**config.mk**
```make
export PLATFORM = sky130hd
export DESIGN_NAME = bf2_counter
export DESIGN_NICKNAME = d
export VERILOG_FILES = /design/src/rtl/core/bf2_pkg.sv /design/src/rtl/core/bf2_counter.sv
export SDC_FILE = /design/constraint.sdc
export NUM_CORES = 1
export LEC_CHECK = 0
export BUFFER_PORTS_ARGS = -buffer_cell sky130_fd_sc_hd__buf_4
export CAP_MARGIN = 25
export CORE_UTILIZATION = 58
export CTS_BUF_LIST = sky130_fd_sc_hd__clkbuf_2
export CTS_CLUSTER_DIAMETER = 30
export CTS_CLUSTER_SIZE = 25
export DETAILED_ROUTE_END_ITERATION = 8
export GPL_TIMING_DRIVEN = 1
export PLACE_DENSITY_LB_ADDON = 0.05
export SLEW_MARGIN = 5
export SYNTH_ARGS = -nofsm -noshare
export SYNTH_HDL_FRONTEND = slang
export SYNTH_SLANG_ARGS = --single-unit
```
**constraint.sdc**
```tcl
create_clock -name clk -period 6.9 [get_ports clk]
set_input_delay 1.035 -clock clk [delete_from_list [all_inputs] [get_ports clk]]
set_output_delay 1.035 -clock clk [all_outputs]
set_load 0.05 [all_outputs]
```
**src/rtl/core/bf2_pkg.sv**
```systemverilog
// bf2_pkg: shared constants and types for the 2x2 box-filter downsampler.
// No dependencies; used by bf2_counter and box_filter_2x2_downsample.
package bf2_pkg;

    localparam int MAX_WIDTH      = 4096;
    localparam int MAX_COMPONENTS = 4;
    localparam int STORE_DEPTH    = (MAX_WIDTH / 2) * MAX_COMPONENTS;

    localparam int CFG_W   = 13;                      // widest register
    localparam int BPP_W   = 3;
    localparam int CNT_W   = $clog2(MAX_WIDTH);       // column / row counter
    localparam int COMP_W  = (MAX_COMPONENTS > 1) ? $clog2(MAX_COMPONENTS) : 1;
    localparam int ADDR_W  = $clog2(STORE_DEPTH);
    localparam int BYTE_W  = 8;
    localparam int PAIR_W  = BYTE_W + 1;
    localparam int IDX_W   = 2;

    // register indexes
    localparam logic [IDX_W-1:0] CFG_IMAGE_WIDTH     = 2'd0;
    localparam logic [IDX_W-1:0] CFG_IMAGE_HEIGHT    = 2'd1;
    localparam logic [IDX_W-1:0] CFG_BYTES_PER_PIXEL = 2'd2;

    localparam logic [CFG_W-1:0] DIM_MIN   = CFG_W'(2);
    localparam logic [CFG_W-1:0] DIM_MAX   = CFG_W'(MAX_WIDTH);
    localparam logic [CFG_W-1:0] DIM_RESET = CFG_W'(256);
    localparam logic [BPP_W-1:0] BPP_MIN   = BPP_W'(1);
    localparam logic [BPP_W-1:0] BPP_MAX   = BPP_W'(MAX_COMPONENTS);
    localparam logic [BPP_W-1:0] BPP_RESET = BPP_W'(4);

    // position of the current item, from the counter block to the datapath
    typedef struct packed {
        logic              in_image;   // inside the even-sized part of the image
        logic              odd_col;
        logic              odd_row;
        logic              last;       // final byte of the downsampled image
        logic [COMP_W-1:0] comp;
        logic [ADDR_W-1:0] slot;       // line store address
    } bf2_pos_t;

endpackage

```
**src/rtl/core/bf2_counter.sv**
```systemverilog
// bf2_counter: configuration registers, component/column/row counters and
// line store address. Depends on bf2_pkg.
module bf2_counter (
    input  logic                          clk,
    input  logic                          rst_n,
    input  logic                          cfg_we,
    input  logic [bf2_pkg::IDX_W-1:0]     cfg_index,
    input  logic [bf2_pkg::CFG_W-1:0]     cfg_wdata,
    input  logic                          advance,
    output bf2_pkg::bf2_pos_t             pos
);

    logic [bf2_pkg::CFG_W-1:0]  width_reg;
    logic [bf2_pkg::CFG_W-1:0]  height_reg;
    logic [bf2_pkg::BPP_W-1:0]  bpp_reg;
    logic [bf2_pkg::CNT_W-1:0]  col_reg, col_next;
    logic [bf2_pkg::CNT_W-1:0]  row_reg, row_next;
    logic [bf2_pkg::COMP_W-1:0] comp_reg, comp_next;

    logic [bf2_pkg::CFG_W-1:0]  w, h, even_w, even_h, col_x, row_x;
    logic [bf2_pkg::BPP_W-1:0]  comps, comp_x;
    logic [bf2_pkg::ADDR_W-1:0] pair_x;
    logic [bf2_pkg::ADDR_W-1:0] base;

    always_ff @(posedge clk or negedge rst_n)
    begin
        if (!rst_n)
        begin
            width_reg  <= bf2_pkg::DIM_RESET;
            height_reg <= bf2_pkg::DIM_RESET;
            bpp_reg    <= bf2_pkg::BPP_RESET;
        end
        else if (cfg_we)
        begin
            case (cfg_index)
                bf2_pkg::CFG_IMAGE_WIDTH:     width_reg  <= cfg_wdata;
                bf2_pkg::CFG_IMAGE_HEIGHT:    height_reg <= cfg_wdata;
                bf2_pkg::CFG_BYTES_PER_PIXEL: bpp_reg    <= cfg_wdata[bf2_pkg::BPP_W-1:0];
                default: ;
            endcase
        end
    end

    // saturate registers into their legal ranges
    always_comb
    begin
        w = (width_reg < bf2_pkg::DIM_MIN) ? bf2_pkg::DIM_MIN :
            (width_reg > bf2_pkg::DIM_MAX) ? bf2_pkg::DIM_MAX : width_reg;
        h = (height_reg < bf2_pkg::DIM_MIN) ? bf2_pkg::DIM_MIN :
            (height_reg > bf2_pkg::DIM_MAX) ? bf2_pkg::DIM_MAX : height_reg;
        comps = (bpp_reg < bf2_pkg::BPP_MIN) ? bf2_pkg::BPP_MIN :
                (bpp_reg > bf2_pkg::BPP_MAX) ? bf2_pkg::BPP_MAX : bpp_reg;
        even_w = {w[bf2_pkg::CFG_W-1:1], 1'b0};
        even_h = {h[bf2_pkg::CFG_W-1:1], 1'b0};
        col_x  = bf2_pkg::CFG_W'(col_reg);
        row_x  = bf2_pkg::CFG_W'(row_reg);
        comp_x = bf2_pkg::BPP_W'(comp_reg);
    end

    // slot = (col/2) * comps + comp, comps is 1..4: shift-and-add
    always_comb
    begin
        pair_x = bf2_pkg::ADDR_W'(col_reg >> 1);
        case (comps)
            3'd1:    base = pair_x;
            3'd2:    base = pair_x << 1;
            3'd3:    base = (pair_x << 1) + pair_x;
            default: base = pair_x << 2;
        endcase
        pos.slot     = base + bf2_pkg::ADDR_W'(comp_reg);
        pos.comp     = comp_reg;
        pos.odd_col  = col_reg[0];
        pos.odd_row  = row_reg[0];
        pos.in_image = (col_x < even_w) && (row_x < even_h);
        pos.last     = (row_x == even_h - 1'b1) && (col_x == even_w - 1'b1) &&
                       (comp_x == comps - 1'b1);
    end

    // counters wrap at or past their last value
    always_comb
    begin
        comp_next = comp_reg;
        col_next  = col_reg;
        row_next  = row_reg;
        if (comp_x >= comps - 1'b1)
        begin
            comp_next = '0;
            if (col_x >= w - 1'b1)
            begin
                col_next = '0;
                if (row_x >= h - 1'b1)
                    row_next = '0;
                else
                    row_next = row_reg + 1'b1;
            end
            else
            begin
                col_next = col_reg + 1'b1;
            end
        end
        else
        begin
            comp_next = comp_reg + 1'b1;
        end
    end

    always_ff @(posedge clk or negedge rst_n)
    begin
        if (!rst_n)
        begin
            col_reg  <= '0;
            row_reg  <= '0;
            comp_reg <= '0;
        end
        else if (advance)
        begin
            col_reg  <= col_next;
            row_reg  <= row_next;
            comp_reg <= comp_next;
        end
    end

endmodule

```
==> impl_results.md, run 1 <==
* Initial Utilization at 0.596
* Crit Path Max Fanout at 16
* Drc violations at 0
* Final worst slack at 1310 ps
* First-pass GRT wire length at 29700 um
* Most numerous cell in the Yosys netlist: ha_1
* Leak at 2.97 nW
* Ant diodes at 0
* Synthesized area at 6490 um^2
* RePlAce Congestion at 0.889
* Period Utilization, post-route at 0.810
* Final Power at 0.00221 W
* Slew HR at 0.301
* DRT Pass-1 Iters at 5
* CTS Hold Bufs at 0
* Fmax at 179 MHz
* Multi-input gate area at 4740 um^2
* Vias in the first global route at 5814
* Clock-pin slew on the worst setup and hold paths at 330 ps
* HPWL after DPL at 14600 um
* Routed WL per cell at 19.7 um
* Crit Path Class: flop to primary output
* Antenna-violating nets left at 0
* Post-Syn Nets at 886
* Min Tclk post-route at 5590 ps
* Critical Path AT at 4550 ps
* Synthesized flop and latch total at 55
* Synth async-reset ratio at 1.00
* Clock Sinks at 55
* Die Y at 108 um
* Routed vias/inst at 6.51
* Post-route setup TNS at 0 ps
* Area contributors post-synth: dfrtp_1 (20%), ha_1 (14%), mux2_2 (5.2%)
* Mapped Cells at 794
* Post-CTS Setup Repair Bufs at 0
* Reg2reg start: width_reg[11]
* Max-cap viol count at 0
* # placed instances at 925
* IO Pins at 38
* Ys flop type: dfrtp_1
* Post_cts resized at 0
* Final Setup Violations at 0
* Die X at 108 um
* Worst VDD drop at 0.000280 V
* Routed vias at 6090
* Class of the worst hold path: input pin to asynchronous set/reset pin
* H-tree depth at 2
* Netlist cell types at 70
* EDFF count, synth at 0
* Row cnt at 38
* Worst-Margin Slew at 1050 ps
* Root Buffer: clkbuf_2
* Pwr/cell area at 325 nW/um^2
* Initial antenna violation count at 0
* Layout area overhead at 4.86%
* Total core area at 10900 um^2
* Largest net degree at the start of global routing at 56
* Hold WS at 510 ps
* Final hold vios at 0
* Final Max Slew Viols at 0
* Worst skew pair latency at 500 ps
* Count of non-filler cells in the finished layout at 936
* CTS tree: done
* Initial drt markers at 449
* R2r endpoint: col_reg[3]
* All-Layer GR Usage at 0.329
* Total global routing overflow at 0
* Setup WS pre-CTS at 1250 ps
* Mean Syn Cell Area at 8.18 um^2
* # nets final at 887
* CP Launch Type: flop
* WL final at 18500 um
* Ys Warns at 0
* Register area at 1380 um^2
* RSZ-0062 raised after global routing: false
* Status: finished clean
* CTS Buffer Depth at 2
* Final clock skew at 47.2 ps
* Yosys top cell area share at 0.200
* Critical Path Sink Type: primary output
* # fillers at 981
* IO Port Bufs at 37
* Required @ worst endpoint at 5860 ps
* Share of cells above drive strength 1 at 0.118
* Flop2flop setup slack at 1530 ps
* Sequential element share of the synthesized area at 0.213
* Critical Path Source: bpp_reg[2]
* Reg2reg path depth at 15
* CP endpoint: pos[10]
* Post-synth top area cell: dfrtp_1
* Die area at 11600 um^2
* CTS Buf Count at 5
* Commonest cells in the netlist: ha_1 (71), nor2_1 (58), dfrtp_1 (52), nand2_1 (52), inv_1 (46)
## cell usage in the layout (no fill, tap or decap), types with 13 or more instances in the layout
cell type and instances:
ha_1 71, mux2_2 30, nor2_1 58, xnor2_1 31
o21a_1 16, a21o_1 13, nand2b_1 15, dfrtp_1 52
nand3_1 27, buf_4 38, a22o_1 15, o22ai_1 17
nand2_1 52, xor2_1 13, a21oi_1 40, inv_1 46
nor3_1 17, o21ai_0 43, nor2b_1 20
## layer usage
layer	vias up	track usage	share of wire
met5	-	0	0
li1	2951	-	-
met3	31	0.0321	0.038
met2	180	0.582	0.50
met4	0	0.0978	0.025
met1	2928	0.420	0.44
## cells by family (layout without fill, tap and decap cells)
kind of cell | Yosys count | in the layout | share of synthesized area
AND/OR/NAND/NOR | 265 | 265 | 0.212
flip-flops | 55 | 55 | 0.213
adder cells (fa/ha/maj) | 73 | 73 | 0.143
XOR/XNOR | 44 | 44 | 0.0594
multiplexers | 38 | 38 | 0.0644
AO/OA/AOI/OAI | 227 | 227 | 0.250
buffers and inverters | 92 | 94 | 0.0586
## cell type report
cell class | instances | area share
clock buffers | 5 | 0.00368
clock inverters | 3 | 0.00331
inverters | 46 | 0.0254
multi-input cells | 647 | 0.696
flip-flops and latches | 55 | 0.203
well taps | 140 | 0.0257
repair buffers | 40 | 0.0434
## critical path: stages (launching register included)
cell	delay, ps
dfstp_2	740
inv_1	90
nand2_1	110
ha_1	480
o21ba_2	440
nand2_1	160
fa_1	440
nor3_1	330
nand3_1	230
nor3_1	430
a32o_1	240
o311a_1	150
buf_4	190
## through the flow
| step | area [um^2] | util |
|---|---|---|
| after global placement | 6740 | 0.619 |
| final | 6810 | 0.625 |
| after floorplan | 6490 | - |
| after detailed placement | 6740 | 0.619 |
| after global routing | 6810 | 0.625 |
| after CTS | 6790 | 0.624 |
## report_power, final
group / leakage [nW] / internal (W) / total, W / switching [W]
clock: 0.0333 / 0.0000269 / 0.000144 / 0.000117
sequential: 0.631 / 0.000397 / 0.000583 / 0.000185
combinational: 2.31 / 0.000605 / 0.00149 / 0.000882
total: 2.97 / 0.00103 / 0.00221 / 0.00119
## worst min-delay path by stage
stage,from,endpoint,slack [ps],cells past startpoint
2_1_floorplan,bpp_reg[0],bpp_reg[0],480,1
3_3_place_gp,bpp_reg[0],bpp_reg[0],500,1
3_5_place_dp,bpp_reg[0],bpp_reg[0],500,1
4_1_cts,rst_n,bpp_reg[0],550,1
5_1_grt,rst_n,bpp_reg[0],560,1
6_report,rst_n,bpp_reg[0],510,1
No activity file was read; power rests on OpenSTA's default activity.
==> run 2, diff against run 1 <==
--- a/config.mk
+++ b/config.mk
@@ -5,6 +5,7 @@
 export SDC_FILE = /design/constraint.sdc
 export NUM_CORES = 1
 export LEC_CHECK = 0
+export ABC_AREA = 1
 export BUFFER_PORTS_ARGS = -buffer_cell sky130_fd_sc_hd__buf_4
 export CAP_MARGIN = 25
 export CORE_UTILIZATION = 58
==> constraint.sdc (replaced) <==
create_clock -name clk -period 4.6 [get_ports clk]
set_input_delay 0.69 -clock clk [delete_from_list [all_inputs] [get_ports clk]]
set_output_delay 0.69 -clock clk [all_outputs]
set_load 0.05 [all_outputs]
==> run 2 against run 1 <==
  * Critical path depth increased by 11
  * Via count increased by 1.1%
  * Non-clock buffer count increased by 12
  * Critical path type unchanged
  * Largest power group unchanged
  * Sequential share of layout area increased by 0.26 points
  * Synthesized cell count increased by 17%
  * Die area decreased by 4.7%
  * Hold slack got worse by 330 ps
  * Cell count increased by 18%
  * Sequential cell count unchanged
  * Power increased by 30%
==> impl_results.md, run 2 <==
* HPWL after DPL at 13400 um (was 14600 um)
* Synth async-reset ratio at 1.00 (unchanged)
* Post-synthesis simple-gate area fraction at 0.310 (was 0.212)
* Largest family of logic cells by synthesized area: simple AND/OR/NAND/NOR gates (was compound AO/OA/AOI/OAI gates)
* Share of cells above drive strength 1 at 0.119 (was 0.118)
* Most numerous cell in the Yosys netlist: nand2_1 (was ha_1)
* Row cnt at 37 (was 38)
* Leak at 3.56 nW (was 2.97 nW)
* Commonest non-fill, non-tap cell in the layout: nand2_1 (was ha_1)
* Vias in the first global route at 5741 (was 5814)
* Adder-Cell Fraction of Synth Area at 0.150 (was 0.143)
* Netlist cell types at 42 (was 70)
* CP Launch Type: flop (unchanged)
* Critical Path AT at 3670 ps (was 4550 ps)
* Drc violations at 0 (unchanged)
* # nets final at 1058 (was 887)
* Die X at 105 um (was 108 um)
* Synthesized area at 6180 um^2 (was 6490 um^2)
* Ys Warns at 0 (unchanged)
* Period Utilization, post-route at 0.949
* First-pass GRT wire length at 28100 um (was 29700 um)
* Status: finished clean (unchanged)
* Initial Utilization at 0.598 (was 0.596)
* Class of the worst hold path: input pin to asynchronous set/reset pin (unchanged)
* Antenna-violating nets left at 0 (unchanged)
* Layout area overhead at 9.36% (was 4.86%)
* Worst VDD drop at 0.000337 V (was 0.000280 V)
* Post-route setup TNS at 0 ps (unchanged)
* Most frequent cells in the layout: nand2_1 (251), inv_1 (121), nor2_1 (77), nand3_1 (72), ha_1 (67) (was ha_1 (71), nor2_1 (58), nand2_1 (52), dfrtp_1 (52), inv_1 (46))
* Min Tclk post-route at 4360 ps
* Crit Path Max Fanout at 4 (was 16)
* Final worst slack at 236 ps (was 1310 ps)
* Mapped Cells at 927 (was 794)
* EDFF count, synth at 0 (unchanged)
* Routed vias at 6155 (was 6090)
* Sequential element share of the synthesized area at 0.223 (was 0.213)
* Post-synthesis mux area share at 0 (was 0.0644)
* All-Layer GR Usage at 0.316 (was 0.329)
* Clock Sinks at 55 (unchanged)
* Largest net degree at the start of global routing at 56 (unchanged)
* IO Pins at 38 (unchanged)
* Synthesized flop and latch total at 55 (unchanged)
* Yosys top cell area share at 0.211 (was 0.200)
* Post-synth top area cell: dfrtp_1 (unchanged)
* Area contributors post-synth: dfrtp_1 (21%), nand2_1 (16%), ha_1 (14%) (was dfrtp_1 (20%), ha_1 (14%), mux2_2 (5.2%))
* DRT Pass-1 Iters at 5 (unchanged)
* Clock-pin slew on the worst setup and hold paths at 330 ps (about the same)
* Ys flop type: dfrtp_1 (unchanged)
* Post-Syn Nets at 1019 (was 886)
* Initial drt markers at 602 (was 449)
* CTS Buf Count at 5 (unchanged)
* Root Buffer: clkbuf_2 (unchanged)
* Routed vias/inst at 5.58 (was 6.51)
* Final clock skew at 45.0 ps (was 47.2 ps)
* Xor and xnor area share after synthesis at 0.0834 (was 0.0594)
* Final Setup Violations at 0 (unchanged)
* Synth Area in Compound Gates at 0.134 (was 0.250)
* Crit Path Class: flop to primary output (unchanged)
* Required @ worst endpoint at 3910 ps (was 5860 ps)
* CTS tree: done (unchanged)
* IO Port Bufs at 37 (unchanged)
* Final hold vios at 0 (unchanged)
* Total core area at 10300 um^2 (was 10900 um^2)
* Worst skew pair latency at 510 ps (was 500 ps)
* Setup WS pre-CTS at 408 ps (was 1250 ps)
* Critical Path Sink Type: primary output (unchanged)
* H-tree depth at 2 (unchanged)
* Slew HR at 0.362 (was 0.301)
* Commonest cells in the netlist: nand2_1 (256), inv_1 (122), nor2_1 (81), nand3_1 (72), ha_1 (71) (was ha_1 (71), nor2_1 (58), dfrtp_1 (52), nand2_1 (52), inv_1 (46))
* Die Y at 105 um (was 108 um)
* Final Max Slew Viols at 0 (unchanged)
* Initial antenna violation count at 1 (was 0)
* Fmax at 229 MHz
* Worst-Margin Slew at 944 ps (was 1050 ps)
* CTS Buffer Depth at 2 (unchanged)
* Total global routing overflow at 0 (unchanged)
* Mean Syn Cell Area at 6.66 um^2 (was 8.18 um^2)
* Max-cap viol count at 0 (unchanged)
* Pwr/cell area at 428 nW/um^2 (was 325 nW/um^2)
* Routed WL per cell at 15.3 um (was 19.7 um)
* RePlAce Congestion at 0.949 (was 0.889)
* WL final at 16900 um (was 18500 um)
* Die area at 11100 um^2 (was 11600 um^2)
-- run 2: cell types whose count changed after synthesis, moves of 17 or more --
cell,delta
nand2_1,+204
o22ai_1,-17
xor2_1,+28
nor2b_1,-20
inv_1,+76
mux2_2,-30
o21ai_0,+18
clkbuf_1,-22
nand3_1,+45
nor2_1,+23
-- run 2: worst paths after layout --
path                       cells after the start            to  slack, ps          from
setup / recovery                              23       pos[11]        240    bpp_reg[2]
hold / removal                                 1    col_reg[6]        180         rst_n
setup reg to reg                              25    row_reg[7]        710  width_reg[8]
hold reg to reg                                2    bpp_reg[0]        530    bpp_reg[0]
max in group asynchronous                      1    bpp_reg[1]       3930         rst_n
min in group clk                               3  width_reg[8]        380  cfg_wdata[8]
-- run 2: repair_timing --
item | in CTS | in global routing
hold buffers | 0 | 0
setup buffers | 2 | 8
pin swaps | 0 | 5
endpoints found under the setup margin | 4 | 15
gates resized for setup | 3 | 26
-- run 2: through the flow --
| step | total power [W] | std cells | instance area, um^2 | utilization | hold WS, ps |
|---|---|---|---|---|---|
| after floorplan | 0.00211 | 927 | 6180 | - | 394 |
| after global placement | 0.00256 | 1085 | 6540 | 0.634 | 474 |
| after detailed placement | 0.00260 | 1085 | 6540 | 0.634 | 477 |
| after CTS | 0.00284 | 1095 | 6620 | 0.641 | 198 |
| after global routing | 0.00315 | 1103 | 6750 | 0.654 | 211 |
| final | 0.00289 | 1104 | 6760 | 0.654 | 183 |
-- run 2: cell families after synthesis --
group	count (synthesis)
buffers and inverters	150
xor gates and xnor gates	58
adders and majority gates	73
and+or+nand+nor	454
DFF	55
AOI/OAI and AO/OA	137
-- run 2: power by group --
group	total (W)	switching, W	leakage [nW]	internal (W)
logic	0.00192	0.00126	2.83	0.000662
clock network	0.000223	0.000180	0.0311	0.0000426
registers	0.000743	0.000165	0.698	0.000578
total	0.00289	0.00161	3.56	0.00128
-- run 2: area by class of cell --
type | instances | area (um^2)
Sequential cell | 55 | 1390
Tap cell | 136 | 170
Multi-Input combinational cell | 722 | 4260
Fill cell | 965 | 3570
Clock inverter | 3 | 27.5
Timing Repair Buffer | 52 | 390
Antenna cell | 1 | 2.50
Inverter | 130 | 490
Clock buffer | 5 | 25.0
-- run 2: layer usage --
| metal | up-vias | global-route usage | part of all wire |
|---|---|---|---|
| li1 | 3100 | - | - |
| met1 | 2813 | 0.447 | 0.46 |
| met2 | 220 | 0.509 | 0.45 |
| met3 | 22 | 0.0396 | 0.069 |
| met4 | 0 | 0.0775 | 0.018 |
| met5 | - | 0 | 0 |
-- run 2: worst max-delay path: stages (launching register included) --
cell      delay (ps)
dfstp_2          660
inv_2             80
nand2_1          120
inv_2             60
ha_2             180
inv_1             70
nor2_1            50
buf_4            130
buf_4            120
nand2_1           50
o211ai_1          80
nand2_1          110
inv_1             60
ha_1             280
a21oi_1           80
nor2_2           150
nand3b_1         130
nor2_1           130
nand2_1          120
nor2_4           140
nand3_1           80
nand2_1           70
nand2_1           50
buf_4            180
==> run 3, diff against run 2 <==
--- a/config.mk
+++ b/config.mk
@@ -8,13 +8,14 @@
 export ABC_AREA = 1
 export BUFFER_PORTS_ARGS = -buffer_cell sky130_fd_sc_hd__buf_4
 export CAP_MARGIN = 25
-export CORE_UTILIZATION = 58
+export CORE_UTILIZATION = 35
 export CTS_BUF_LIST = sky130_fd_sc_hd__clkbuf_2
 export CTS_CLUSTER_DIAMETER = 30
 export CTS_CLUSTER_SIZE = 25
 export DETAILED_ROUTE_END_ITERATION = 8
 export GPL_TIMING_DRIVEN = 1
 export PLACE_DENSITY_LB_ADDON = 0.05
+export RECOVER_POWER = 100
 export SLEW_MARGIN = 5
 export SYNTH_ARGS = -nofsm -noshare
 export SYNTH_HDL_FRONTEND = slang
==> run 3 against run 2 <==
  * The flow now finishes with violations (max-capacitance violations, max-slew violations)
  * Core utilization shrank 26 points
  * Sequential cell count is the same
  * Clock power grew 7%
  * Critical path depth shrank 4
  * Die area grew 64%
  * Global-route usage shrank 11 points
  * Critical path type unchanged
  * Critical endpoint is now pos[12]
  * Largest cell class unchanged
  * Largest power group unchanged
==> impl_results.md, run 3 (synthesized netlist as in run 2, its figures left out) <==
* Final Max Slew Viols at 56 (was 0)
* Flop2flop setup slack at 720 ps (was 710 ps)
* Total global routing overflow at 0 (unchanged)
* Final Power at 0.00288 W (was 0.00289 W)
* Row cnt at 48 (was 37)
* Period Utilization, post-route at 0.937 (was 0.949)
* Final Setup Violations at 0 (unchanged)
* Leak at 3.52 nW (was 3.56 nW)
* Hold_sp: cfg_wdata[8]
* CTS tree: done (unchanged)
* Class of the worst hold path: input pin to flop (was input pin to asynchronous set/reset pin)
* HPWL after DPL at 14500 um (was 13400 um)
* Pwr/cell area at 421 nW/um^2 (was 428 nW/um^2)
* Routed vias at 5898 (was 6155)
* Antenna-violating nets left at 0 (unchanged)
* CP Launch Type: flop (unchanged)
* Critical Path AT at 3620 ps (was 3670 ps)
* CP dominant cell by count: nand2_1 (unchanged)
* Worst-Margin Slew at 3130 ps (was 944 ps)
* All-Layer GR Usage at 0.207 (was 0.316)
* CP max-delay cell: dfstp_2 (unchanged)
* Slew HR at -1.09 (was 0.362)
* Required @ worst endpoint at 3910 ps (about the same)
* IO Port Bufs at 37 (unchanged)
* Critical Path Sink Type: primary output (unchanged)
* Min Tclk post-route at 4310 ps (was 4360 ps)
* First-pass GRT wire length at 29000 um (was 28100 um)
* Reg2reg start: width_reg[8] (unchanged)
* IO Pins at 38 (unchanged)
* Failing checks: max-capacitance violations, max-slew violations
* Crit Path Max Fanout at 4 (unchanged)
* Hold depth at 3
* Worst skew pair latency at 540 ps (was 510 ps)
* Initial drt markers at 341 (was 602)
* Final clock skew at 21.1 ps (was 45.0 ps)
* Routed WL per cell at 15.0 um (was 15.3 um)
* Initial Utilization at 0.357 (was 0.598)
* Die area at 18200 um^2 (was 11100 um^2)
* CTS Buf Count at 5 (unchanged)
* DRT Pass-1 Iters at 4 (was 5)
* Final hold vios at 0 (unchanged)
* Largest net degree at the start of global routing at 56 (unchanged)
* Count of non-filler cells in the finished layout at 1199 (was 1104)
* # nets final at 1063 (was 1058)
* Reg2reg path depth at 22 (was 25)
* Max-cap viol count at 1 (was 0)
* Worst VDD drop at 0.000258 V (was 0.000337 V)
* RePlAce Congestion at 0.850 (was 0.949)
* Hold endpoint: width_reg[8]
* Fmax at 232 MHz (was 229 MHz)
* Clock Sinks at 55 (unchanged)
* Status: complete, but fails checks (was finished clean)
* # placed instances at 1178 (was 1085)
* Commonest non-fill, non-tap cell in the layout: nand2_1 (unchanged)
* Drc violations at 0 (unchanged)
* Total core area at 17300 um^2 (was 10300 um^2)
* Share of cells above drive strength 1 at 0.106 (was 0.119)
* H-tree depth at 2 (unchanged)
* Routed vias/inst at 4.92 (was 5.58)
* Crit Path Class: flop to primary output (unchanged)
* Root Buffer: clkbuf_2 (unchanged)
* Vias in the first global route at 5448 (was 5741)
* Most frequent cells in the layout: nand2_1 (254), inv_1 (122), nor2_1 (75), o21ai_0 (75), nand3_1 (72) (was nand2_1 (251), inv_1 (121), nor2_1 (77), nand3_1 (72), ha_1 (67))
* Die Y at 135 um (was 105 um)
* CP cell instances: inv_2, nand2_1, ha_2, nand2_2, inv_4, o21ai_0, nor2_1, ha_1, inv_1, fa_2, nor3_4, nand2_1, nor2_4, nand3_1, nor2_4, nand3_1, nand2_1, nand2_1, buf_4 (was inv_2, nand2_1, inv_2, ha_2, inv_1, nor2_1, buf_4, buf_4, nand2_1, o211ai_1, nand2_1, inv_1, ha_1, a21oi_1, nor2_2, nand3b_1, nor2_1, nand2_1, nor2_4, nand3_1, nand2_1, nand2_1, buf_4)
* CTS Buffer Depth at 2 (unchanged)
* # fillers at 1942 (was 965)
* Layout area overhead at 10.8% (was 9.36%)
* R2r endpoint: row_reg[3] (was row_reg[7])
* Initial antenna violation count at 2 (was 1)
* CTS Hold Bufs at 0 (unchanged)
* Slowest stage delay, CP at 650 ps (was 660 ps)
* Die X at 135 um (was 105 um)
* Clock-pin slew on the worst setup and hold paths at 350 ps (was 330 ps)
* WL final at 18000 um (was 16900 um)
## run 3: cell count changes in the layout (fill, tap and decap cells not counted), sizes merged
cell / before / now
clkbuf: 5 / 21
diode: 1 / 2
buf: 52 / 41
## run 3: worst max-delay path by stage
stage | startpoint | end | slack [ps] | cells after the start
after floorplan | height_reg[4] | pos[18] | 260 | 15
after global placement | bpp_reg[2] | pos[12] | 480 | 18
after detailed placement | bpp_reg[2] | pos[12] | 440 | 18
after CTS | bpp_reg[2] | pos[11] | -70 | 17
after global routing | bpp_reg[2] | pos[12] | -10 | 19
final | bpp_reg[2] | pos[12] | 290 | 19
## run 3: cell type report
cell class / count / area [um^2] / share of cell area
diodes: 2 / 5.00 / 0.000731
well taps: 225 / 282 / 0.0411
clock inverters: 3 / 27.5 / 0.00402
inverters: 130 / 490 / 0.0717
repair buffers: 57 / 382 / 0.0557
clock buffers: 5 / 25.0 / 0.00366
flip-flops and latches: 55 / 1390 / 0.204
multi-input cells: 722 / 4240 / 0.619
## run 3: worst max-delay path: cells and delay by family (launching register included)
family                     cells  cell delay [ps]
DFF                            1              650
AOI/OAI and AO/OA              1               60
and+or+nand+nor               11             1230
buffers and inverters          4              350
adders and majority gates      3              780
## run 3: where the power goes
group / switching (W) / total [W] / internal, W / leakage, nW
Clock: 0.000195 / 0.000238 / 0.0000428 / 0.0311
Sequential: 0.000169 / 0.000749 / 0.000580 / 0.691
Combinational: 0.00126 / 0.00189 / 0.000636 / 2.80
## run 3: routing by layer
| layer | GRT usage | wire [um] |
|---|---|---|
| met1 | 0.292 | 9090 |
| met2 | 0.328 | 8050 |
| met3 | 0.0278 | 559 |
| met4 | 0.0587 | 304 |
| met5 | 0 | 0 |
## run 3: repair_timing
item | 4_1_cts | 5_1_grt
gates resized for setup | 4 | 29
endpoints found under the setup margin | 5 | 8
pin swaps | 0 | 3
setup buffers | 1 | 10
## run 3: per-stage QoR
stage / hold slack (ps) / utilization / worst slack, ps / cell area [um^2] / setup TNS [ps]
after floorplan: 394 / - / 259 / 6180 / 0
after global placement: 467 / 0.386 / 481 / 6680 / 0
after detailed placement: 477 / 0.386 / 440 / 6680 / 0
after CTS: 113 / 0.391 / -73.6 / 6760 / -162
after global routing: 280 / 0.396 / -11.8 / 6840 / -15.0
final: 340 / 0.396 / 291 / 6850 / 0
